<file path="config.mk">
export PLATFORM = sky130hd
export DESIGN_NAME = sdr_front
export DESIGN_NICKNAME = d
export VERILOG_FILES = /design/src/hw/rtl/sdr_pkg.sv /design/src/hw/rtl/sdr_front.sv
export SDC_FILE = /design/constraint.sdc
export NUM_CORES = 1
export LEC_CHECK = 0
export BUFFER_PORTS_ARGS = -buffer_cell sky130_fd_sc_hd__buf_4
export CAP_MARGIN = 20
export CORE_MARGIN = 4
export CORE_UTILIZATION = 35
export DETAILED_ROUTE_END_ITERATION = 10
export PLACE_DENSITY = 0.65
export SLEW_MARGIN = 10
export SYNTH_ARGS = -nofsm -noshare
export SYNTH_HDL_FRONTEND = slang
export SYNTH_SLANG_ARGS = --single-unit
</file>
<file path="constraint.sdc">
create_clock -name clk -period 8.55 [get_ports clk]
set_clock_uncertainty 0.2 [all_clocks]
set_input_delay 1.71 -clock clk [delete_from_list [all_inputs] [get_ports clk]]
set_output_delay 1.71 -clock clk [all_outputs]
set_load 0.05 [all_outputs]
</file>
<file path="src/hw/rtl/sdr_pkg.sv">
// ----------------------------------------------------------------------------
// sdr_pkg
// Shared types and constants for the SPIR-V descriptor reflector: opcodes,
// decoration and storage codes, stage and error codes, the command that the
// front passes to the back, and the id table entry layout.
// ----------------------------------------------------------------------------
`default_nettype none

package sdr_pkg;

  localparam int ID_DEPTH_DEF = 1024;
  localparam int CMD_DEPTH    = 4;
  localparam int CMD_PTR_W    = $clog2(CMD_DEPTH);

  localparam logic [31:0] MAGIC_WORD = 32'h0723_0203;
  localparam logic [2:0]  HDR_WORDS  = 3'd5;
  localparam logic [2:0]  HDR_BOUND  = 3'd3;

  localparam logic [15:0] OP_ENTRY    = 16'd15;
  localparam logic [15:0] OP_VARIABLE = 16'd59;
  localparam logic [15:0] OP_DECORATE = 16'd71;

  localparam logic [31:0] DEC_BINDING = 32'd33;
  localparam logic [31:0] DEC_SET     = 32'd34;
  localparam logic [31:0] SC_UNIFORM  = 32'd2;
  localparam logic [31:0] BIND_LIMIT  = 32'd32;

  localparam logic [31:0] EM_VERTEX   = 32'd0;
  localparam logic [31:0] EM_FRAGMENT = 32'd4;
  localparam logic [31:0] EM_TASK     = 32'd5267;
  localparam logic [31:0] EM_MESH     = 32'd5268;

  localparam logic [2:0] STG_NONE     = 3'd0;
  localparam logic [2:0] STG_VERTEX   = 3'd1;
  localparam logic [2:0] STG_FRAGMENT = 3'd2;
  localparam logic [2:0] STG_TASK     = 3'd3;
  localparam logic [2:0] STG_MESH     = 3'd4;

  localparam logic [3:0] ERR_OK       = 4'd0;
  localparam logic [3:0] ERR_MAGIC    = 4'd1;
  localparam logic [3:0] ERR_ID_RANGE = 4'd2;
  localparam logic [3:0] ERR_SHORT    = 4'd3;
  localparam logic [3:0] ERR_OVERRUN  = 4'd4;
  localparam logic [3:0] ERR_DUP_VAR  = 4'd5;
  localparam logic [3:0] ERR_STAGE    = 4'd6;
  localparam logic [3:0] ERR_SET      = 4'd7;
  localparam logic [3:0] ERR_BINDING  = 4'd8;
  localparam logic [3:0] ERR_DUP_BIND = 4'd9;

  localparam logic [15:0] LEN_ENTRY   = 16'd2;
  localparam logic [15:0] LEN_DEC_MIN = 16'd3;
  localparam logic [15:0] LEN_DEC_OP  = 16'd4;
  localparam logic [15:0] LEN_VAR     = 16'd4;

  typedef struct packed {
    logic [3:0]       flag;      // header or framing error seen on this word
    logic             exec;      // an instruction completed on this word
    logic [15:0]      opcode;
    logic [15:0]      len;
    logic [2:0][31:0] ops;       // instruction words 1..3
    logic [1:0]       ok;        // ops[0], ops[1] are in-range ids
    logic             done;      // last word of the module
    logic             overrun;   // module ended inside header or instruction
    logic [31:0]      id_cap;
  } cmd_t;

  typedef struct packed {
    logic [4:0] bind_lo;
    logic       big_bind;
    logic       set_nz;
    logic       is_uni;
    logic       is_var;
  } entry_t;

  function automatic logic [3:0] err_pick(input logic [3:0] cur, input logic [3:0] code);
    return (cur != ERR_OK) ? cur : code;
  endfunction

endpackage

`default_nettype wire

</file>
<file path="src/hw/rtl/sdr_front.sv">
// ----------------------------------------------------------------------------
// sdr_front
// Word parser: checks the header, frames instructions by word count, gathers
// the first three operands and pushes one command per word that matters.
// ----------------------------------------------------------------------------
`default_nettype none

module sdr_front import sdr_pkg::*; #(
  parameter int ID_DEPTH = ID_DEPTH_DEF
) (
  input  wire logic        clk,
  input  wire logic        rst,
  input  wire logic        in_valid,
  output logic             in_ready,
  input  wire logic [31:0] code_word,
  input  wire logic        last_word,
  input  wire logic        cmd_room,
  input  wire logic        back_ready,
  output logic             cmd_push,
  output cmd_t             cmd
);

  logic [2:0]       word_index, word_index_next;
  logic [31:0]      id_limit, id_limit_next;
  logic [15:0]      words_left, words_left_next;
  logic [15:0]      instr_opcode, instr_opcode_next;
  logic [15:0]      instr_len, instr_len_next;
  logic [2:0][31:0] operand_regs, operand_regs_next;
  logic [1:0]       op_ok, op_ok_next;
  logic [2:0]       op_pos, op_pos_next;
  logic             acc;
  logic             word_ok;
  logic [15:0]      cnt;

  assign in_ready = cmd_room & back_ready;
  assign acc      = in_valid & in_ready;
  assign word_ok  = (code_word < id_limit) && (code_word < 32'(ID_DEPTH));
  assign cnt      = code_word[31:16];

  always_comb begin
    word_index_next   = word_index;
    id_limit_next     = id_limit;
    words_left_next   = words_left;
    instr_opcode_next = instr_opcode;
    instr_len_next    = instr_len;
    operand_regs_next = operand_regs;
    op_ok_next        = op_ok;
    op_pos_next       = op_pos;
    cmd               = '0;

    if (word_index < HDR_WORDS) begin
      if (word_index == 3'd0 && code_word != MAGIC_WORD) cmd.flag = ERR_MAGIC;
      if (word_index == HDR_BOUND) id_limit_next = code_word;
      word_index_next = word_index + 3'd1;
    end else if (words_left == 16'd0) begin
      if (cnt == 16'd0) begin
        cmd.flag = ERR_SHORT;
      end else begin
        instr_opcode_next = code_word[15:0];
        instr_len_next    = cnt;
        operand_regs_next = '0;
        op_ok_next        = '0;
        op_pos_next       = 3'd1;
        words_left_next   = cnt - 16'd1;
        if (cnt == 16'd1) cmd.exec = 1'b1;
      end
    end else begin
      if (op_pos <= 3'd3) begin
        operand_regs_next[op_pos[1:0] - 2'd1] = code_word;
        if (op_pos == 3'd1) op_ok_next[0] = word_ok;
        if (op_pos == 3'd2) op_ok_next[1] = word_ok;
        op_pos_next = op_pos + 3'd1;
      end
      words_left_next = words_left - 16'd1;
      if (words_left_next == 16'd0) cmd.exec = 1'b1;
    end

    cmd.opcode = instr_opcode_next;
    cmd.len    = instr_len_next;
    cmd.ops    = operand_regs_next;
    cmd.ok     = op_ok_next;

    if (last_word) begin
      cmd.done     = 1'b1;
      cmd.overrun  = (word_index_next < HDR_WORDS) || (words_left_next != 16'd0);
      cmd.id_cap   = id_limit_next;
      // start the next module from scratch
      word_index_next   = '0;
      id_limit_next     = '0;
      words_left_next   = '0;
      instr_opcode_next = '0;
      instr_len_next    = '0;
      operand_regs_next = '0;
      op_ok_next        = '0;
      op_pos_next       = '0;
    end
  end

  assign cmd_push = acc && (cmd.flag != ERR_OK || cmd.exec || last_word);

  always_ff @(posedge clk) begin
    if (rst) begin
      word_index   <= '0;
      id_limit     <= '0;
      words_left   <= '0;
      instr_opcode <= '0;
      instr_len    <= '0;
      operand_regs <= '0;
      op_ok        <= '0;
      op_pos       <= '0;
    end else if (acc) begin
      word_index   <= word_index_next;
      id_limit     <= id_limit_next;
      words_left   <= words_left_next;
      instr_opcode <= instr_opcode_next;
      instr_len    <= instr_len_next;
      operand_regs <= operand_regs_next;
      op_ok        <= op_ok_next;
      op_pos       <= op_pos_next;
    end
  end

endmodule

`default_nettype wire

</file>
### Yosys cells after proc, flatten, opt, wreduce, memory -nomap -nowiden

Cells that the tools add are included.

* output and inout bits: 171
* logic and storage cells: 93
* register bits after elaboration: 184
* bits of input ports: 38

* reduce and logical (&&, ||, !) cells: 15
* $add $sub $neg: 5
* equal/unequal tests: 7
* bitwise operators: 2
* order comparisons: 7
* multiplexer cells: 47

Operators with widths (count)
* $mux W96: 5
* $mux W16: 12
* $mux W32: 4
* $bwmux W96: 1
* $demux W32 S2: 1
* $logic_not A16 Y1: 3
* $mux W34: 1
* $lt A32 B11 Y1 const B: 1
* $lt A32 B32 Y1: 1
* $ne A32 B27 Y1 const B: 1
* $sub A16 B1 Y16 const B: 2
* $mux W3: 7
* $eq A16 B1 Y1 const B: 1
* $reduce_bool A16 Y1: 1
* $mux W2: 6
* $mux W1: 8
* $mux W4: 2
* $add A3 B1 Y3 const B: 2
* $eq A3 B2 Y1 const B: 2
* $lt A3 B3 Y1 const B: 2
* $logic_and A1 B1 Y1: 4
* $reduce_and A4 Y1: 1
* $reduce_bool A4 Y1: 1
* $eq A3 B1 Y1 const B: 1
* 10 further kinds: 13

### Logic depth before layout (Yosys ltp)

Gate-level depths: netlist (run 1).

* depth in word-level cells: 10
* depth in mapped cells: 12

### Worst setup path after synthesis (run 1)

Ideal clock, no wire load.

* kind: in2out
* from: input port code_word[16]
* to: output port cmd_push
* required time: 6640 ps
* stages: 8
* arrival: 4846 ps
* path buffers: 1
* setup slack: 1794 ps
* cell sequence: clkbuf_1 inv_1 ha_1 nor4b_1 nand4_2 nor3_1 a31o_2 o31a_1

RTL lines
* start, declared: RTL line sdr_front.sv:15 `input wire logic [31:0] code_word,`
* end, declared: RTL line sdr_front.sv:19 `output logic cmd_push,`

==> results of run 1 <==
sequential cells by signal, summed over array words and instances (netlist names):
signal	cells
id_limit	32
instr_len	16
op_ok	2
operand_regs	96
word_index	3
instr_opcode	16
op_pos	3
words_left	16
synthesized netlist by cell type (all sizes together) (12+ instances only):
master,number,share of area
a21boi,33,0.022
a21oi,29,0.013
a22o,20,0.016
a22oi,249,0.17
buf,35,0.018
clkbuf,107,0.036
dfxtp,184,0.33
ha,46,0.051
inv,46,0.015
nand2,265,0.089
nand4,13,0.0078
nor2,206,0.069
nor3,24,0.012
nor4,12,0.012
o21ai,100,0.045
or3,14,0.0091
cell families (layout without fill, tap and decap cells):
kind of cell | count (synthesis) | in the layout | synth area share
xor gates and xnor gates | 15 | 15 | 0.01171
AOI/OAI and AO/OA | 494 | 494 | 0.3090
other | 1 | 2 | 0.0003343
adders and majority gates | 46 | 46 | 0.05131
and+or+nand+nor | 580 | 580 | 0.2295
DFF | 184 | 184 | 0.3284
muxes | 1 | 1 | 0.0008924
buffers and inverters | 188 | 305 | 0.06894
power breakdown:
| group | internal, mW | switching, mW | total (mW) | leakage [nW] |
|---|---|---|---|---|
| clock | 0.463 | 0.374 | 0.838 | 0.272 |
| combinational | 0.0334 | 0.107 | 0.140 | 3.14 |
| sequential | 0.857 | 0.000495 | 0.857 | 1.48 |
| total | 1.35 | 0.482 | 1.83 | 4.90 |
routing by layer:
metal | up-vias | routed length, um
met3 | 103 | 4120
met4 | 0 | 1994
met2 | 656 | 19820
li1 | 5610 | -
met5 | - | 0
met1 | 5789 | 18750
worst max-delay path by stage:
stage | from | endpoint | slack, ns
detailed placement | code_word[16] | cmd[117] | 1.68
global route | code_word[16] | cmd[117] | 1.40
floorplan | code_word[16] | cmd_push | 1.79
global placement | code_word[16] | cmd[117] | 1.74
CTS | code_word[16] | cmd[117] | 1.66
finish | code_word[16] | cmd[117] | 1.62
cell type report:
| class | count | area [um2] |
|---|---|---|
| fill | 3181 | 18080 |
| multi-input combinational | 1138 | 6803 |
| sequential | 184 | 3684 |
| timing repair buffer | 227 | 1708 |
| tap | 402 | 503.0 |
| clock buffer | 19 | 432.9 |
| inverter | 46 | 172.7 |
| clock inverter | 13 | 170.2 |
stage by stage:
| step | hold slack, ns | std cells | setup WS (ns) |
|---|---|---|---|
| final | 0.2845 | 2029 | 1.616 |
| after global routing | 0.3177 | 2029 | 1.399 |
| after CTS | 0.2822 | 2029 | 1.659 |
| after detailed placement | 0.2721 | 1997 | 1.675 |
| after global placement | 0.2649 | 1997 | 1.737 |
| after floorplan | 0.2578 | 1510 | 1.794 |
tightest hold or removal path, delay by kind of cell, from the launching register on:
| family | cells | cell delay [ns] |
|---|---|---|
| AO/OA/AOI/OAI | 1 | 0.08 |
| buffers and inverters | 1 | 0.06 |
| flip-flops | 1 | 0.30 |
==> metrics.cfg, run 1 <==
[run_status]
status = finished clean

[critical_path]
cp.depth = 10
crit_path_max_incr_delay_ns = 0.75
worstPathArrival_ns = 5.02
worstPathRequired_ns = 6.64
critPathBufInv = 4
path_cells = buf_4 > inv_1 > ha_1 > nor4b_1 > nand4_2 > o31ai_4 > buf_4 > nand2_1 > o21ai_1 > buf_4
r2r_slack_ns = 4.58
cp-end-kind = primary output
rr_endpoint = operand_regs[81]
critPathMaxFanout = 68
critical_path.top_delay_family = buffers and inverters
crit_slowest_cell = buf_4
crit_top_cell = buf_4
r2r_start = words_left[1]
worst-setup-path-type = input pin to primary output
ff2ff_path_depth = 10
cp-start-kind = input pin

[power_and_ir_drop]
power_mw = 1.835
ir_drop_mv = 0.1367
p_leak_nw = 4.896
power_density_nw_per_um2 = 136.2

[floorplanning]
die_x_um = 187.0
die_area_um2 = 34980
ioPinCount = 209
fp-row-count = 65
start_util = 0.3555
die_h_um = 187.0
coreArea_um2 = 31560

[global_route]
met2_usage = 0.3732
top_usage_layer = met2
overflow = 0
grt_pass1_vias = 11150
grt_util_met1 = 0.3301
grtUsageTotal = 0.2425
grt_first_pass_wirelength_mm = 67.65
use_met3 = 0.04778
grt_max_degree = 131
antenna_found_initial = 0

[sta]
period_share = 0.8109
drv_slew = 0
hold_violations = 0
max_slew_margin = 0.2782
post-route-min-period_ns = 6.934
finalSetupViolCount = 0
worst_slew_pin_slew_ns = 1.083
max_freq_mhz = 144.2
rsz0062_at_grt = no
tns_ns = 0

[routing]
wl_per_cell_um = 22.02
drt_iter0_drc = 1523
route.detailed.drc = 0
via_per_inst = 5.992
antenna_left = 0
num_vias = 12160
drt-total-wl_mm = 44.68
first_pass_iters = 8

[final_layout]
drive_gt1_frac = 0.1770
final_cell_mix = 263 x nand2_1, 249 x a22oi_1, 226 x buf_4, 201 x nor2_1, 184 x dfxtp_1
antennaDiodeCount = 0
post-route-util = 0.4270
synthToLayoutAreaGrowth_pct = 20.11
fin_area_um2 = 13470
fin_nets = 1698
final_common_cell = nand2_1

[clock_network]
root_buffer = clkbuf_16
cts_sinks = 184
clkTransAtPathRegs_ns = 0.07
postCtsHoldBufs = 0
h-tree-depth = 4
worstSkewPairLatency_ns = 0.45
cts_made_buffers = 17
postCtsSetupBuffers = 0
cts_resized = 0
cts_tree = done
cts_buffer_depth = 2

[logic_synthesis]
seq_area_frac_synth = 0.3284
async_reset_ff_frac = 0
synth_seq_cells = 184
synth-main-ff-cell = dfxtp_1
postSynthAreaPerCell_um2 = 7.433
synth_cell_types = 75
synthesis.area_um2 = 11220
synth-edff-count = 0
syn_inst = 1509
yosysWarnings = 0

[worst_hold_path]
hold_end = op_ok[0]
whs_path_depth = 2
min_from = op_ok[0]
hold_class = flop to flop

[place]
placed_area_um2 = 12870
hpwlAfterDp_mm = 29.30
port_buffers = 206
gp_congestion = 0.9897

[job]
drv_cap = 0

Note: power is estimated with default switching activity, not from simulation.
==> run 2: changes to the inputs <==
- PLACE_DENSITY: 0.65 -> 0.67
- clock period: 8.55 -> 6.3 ns (I/O delays scaled with it)
==> metrics.cfg, run 2 (same netlist as run 1, synthesis figures left out) <==
[critical_path]
rr_endpoint = operand_regs[2]
cp-start-kind = input pin
r2r_slack_ns = 2.58  ; -2.00 ns
r2r_start = words_left[0]
worstPathArrival_ns = 4.27  ; -0.75 ns
crit_path_max_incr_delay_ns = 0.68  ; -0.07 ns
crit_top_cell = buf_4
ff2ff_path_depth = 9  ; -1
worst-setup-path-type = input pin to primary output
worstPathRequired_ns = 4.84  ; -1.80 ns
path_cells = buf_4 > inv_1 > ha_1 > nor4b_1 > nand4_2 > o31ai_4 > buf_4 > a21oi_1 > o22ai_1 > buf_4
critPathMaxFanout = 68  ; unchanged
cp-end-kind = primary output
crit_slowest_cell = buf_4

[run_status]
status = finished clean

[clock_network]
root_buffer = clkbuf_16
cts_made_buffers = 17  ; unchanged
cts_sinks = 184  ; unchanged
postCtsHoldBufs = 0  ; unchanged
clkTransAtPathRegs_ns = 0.07  ; about the same
postCtsSetupBuffers = 0  ; unchanged
h-tree-depth = 4  ; unchanged
cts_buffer_depth = 2  ; unchanged
cts_tree = done
worstSkewPairLatency_ns = 0.45  ; about the same
cts_resized = 0  ; unchanged

[power_and_ir_drop]
p_leak_nw = 4.914  ; +0.36%
power_density_nw_per_um2 = 181.3  ; +33%
ir_drop_mv = 0.1791  ; +31%

[routing]
wl_per_cell_um = 22.52  ; +2.3%
via_per_inst = 6.048  ; +0.93%
drt_iter0_drc = 1711  ; +12%
antenna_left = 0  ; unchanged
drt-total-wl_mm = 45.79  ; +2.5%
route.detailed.drc = 0  ; unchanged
first_pass_iters = 7  ; -1
num_vias = 12300  ; +1.1%

[place]
place_ws_ns = 0.5953  ; -1.080 ns
dp_cells = 2000  ; +0.15%
hpwlAfterDp_mm = 30.31  ; +3.4%
gp_congestion = 0.9763  ; -1.4%
port_buffers = 206  ; unchanged

[sta]
finalSetupViolCount = 0  ; unchanged
max_freq_mhz = 174.6
drv_slew = 0  ; unchanged
worst_slack_ns = 0.5722  ; -1.044 ns
hold_ws_ns = 0.2902  ; +0.005709 ns
hold_violations = 0  ; unchanged
rsz0062_at_grt = no
post-route-min-period_ns = 5.728
tns_ns = 0  ; unchanged
worst_slew_pin_slew_ns = 1.147  ; +0.06445 ns
max_slew_margin = 0.2324  ; -0.04579
period_share = 0.9092

[worst_hold_path]
hold_class = flop to flop
min_from = op_ok[0]
whs_path_depth = 2  ; unchanged
hold_end = op_ok[0]

[global_route]
grt_max_degree = 126  ; -3.8%
grt_pass1_vias = 11320  ; +1.5%
grtUsageTotal = 0.2500  ; +0.007492
grt_first_pass_wirelength_mm = 69.54  ; +2.8%
antenna_found_initial = 3  ; +3
overflow = 0  ; unchanged

[floorplanning]
ioPinCount = 209  ; unchanged
die_x_um = 187.0  ; unchanged
die_h_um = 187.0  ; unchanged
start_util = 0.3555  ; unchanged
fp-row-count = 65  ; unchanged
coreArea_um2 = 31560  ; unchanged
die_area_um2 = 34980  ; unchanged

[final_layout]
fin_nets = 1701  ; +0.18%
fillCellCount = 3125  ; -1.8%
final_common_cell = nand2_1
reg_top3 = operand_regs (96), id_limit (32)
final_cell_mix = 263 x nand2_1, 249 x a22oi_1, 229 x buf_4, 201 x nor2_1, 184 x dfxtp_1
post-route-util = 0.4271  ; about the same
synthToLayoutAreaGrowth_pct = 20.15  ; about the same
largest-register = operand_regs
drive_gt1_frac = 0.1799  ; +0.002852
stdcell_count = 2033  ; +0.20%
largest_register_ffs = 96  ; unchanged

[job]
drv_cap = 0  ; unchanged

==> run 2: final cells by class <==
class | count | area (um2) | share of cell area
Multi-Input combinational cell | 1138 | 6807 | 0.5051
Sequential cell | 184 | 3684 | 0.2733
Timing Repair Buffer | 230 | 1730 | 0.1284
Tap cell | 402 | 503.0 | 0.03732
Clock buffer | 18 | 439.2 | 0.03259
Inverter | 46 | 172.7 | 0.01281
Clock inverter | 13 | 136.4 | 0.01012
Antenna cell | 2 | 5.005 | 0.0003714
==> run 2: worst max-delay path by stage <==
stage                        from  endpoint  slack (ns)  depth (start not counted)
global route        code_word[16]   cmd[32]        0.36                         12
finish              code_word[16]   cmd[34]        0.57                         10
detailed placement  code_word[16]   cmd[32]        0.60                         12
floorplan           code_word[16]  cmd_push        0.44                          8
CTS                 code_word[16]   cmd[32]        0.61                         12
global placement    code_word[16]   cmd[34]        0.70                         10
==> run 2: report_power, final <==
group          total [mW]  internal (mW)  switching, mW
clock                1.09          0.537          0.554
sequential           1.16           1.16       0.000769
combinational       0.190         0.0458          0.144
==> run 2: critical path, delay by kind of cell <==
family                     cells  cell delay, ns
and+or+nand+nor                2            0.73
buffers and inverters          4            1.27
AOI/OAI and AO/OA              3            0.82
adders and majority gates      1            0.17
==> run 2: through the flow <==
stage / instance area (um2) / power [mW]
final: 13480 / 2.444
after global routing: 13480 / 2.508
after CTS: 13470 / 2.444
after detailed placement: 12900 / 1.374
after global placement: 12900 / 1.371
after floorplan: 11220 / 1.288
==> run 2: routing by layer <==
layer	wire length (um)	global-route usage	up-vias
li1	-	-	5617
met1	19360	0.3440	5831
met2	19860	0.3691	726
met3	4675	0.06962	119
met4	1878	0.1035	2
met5	13	0	-
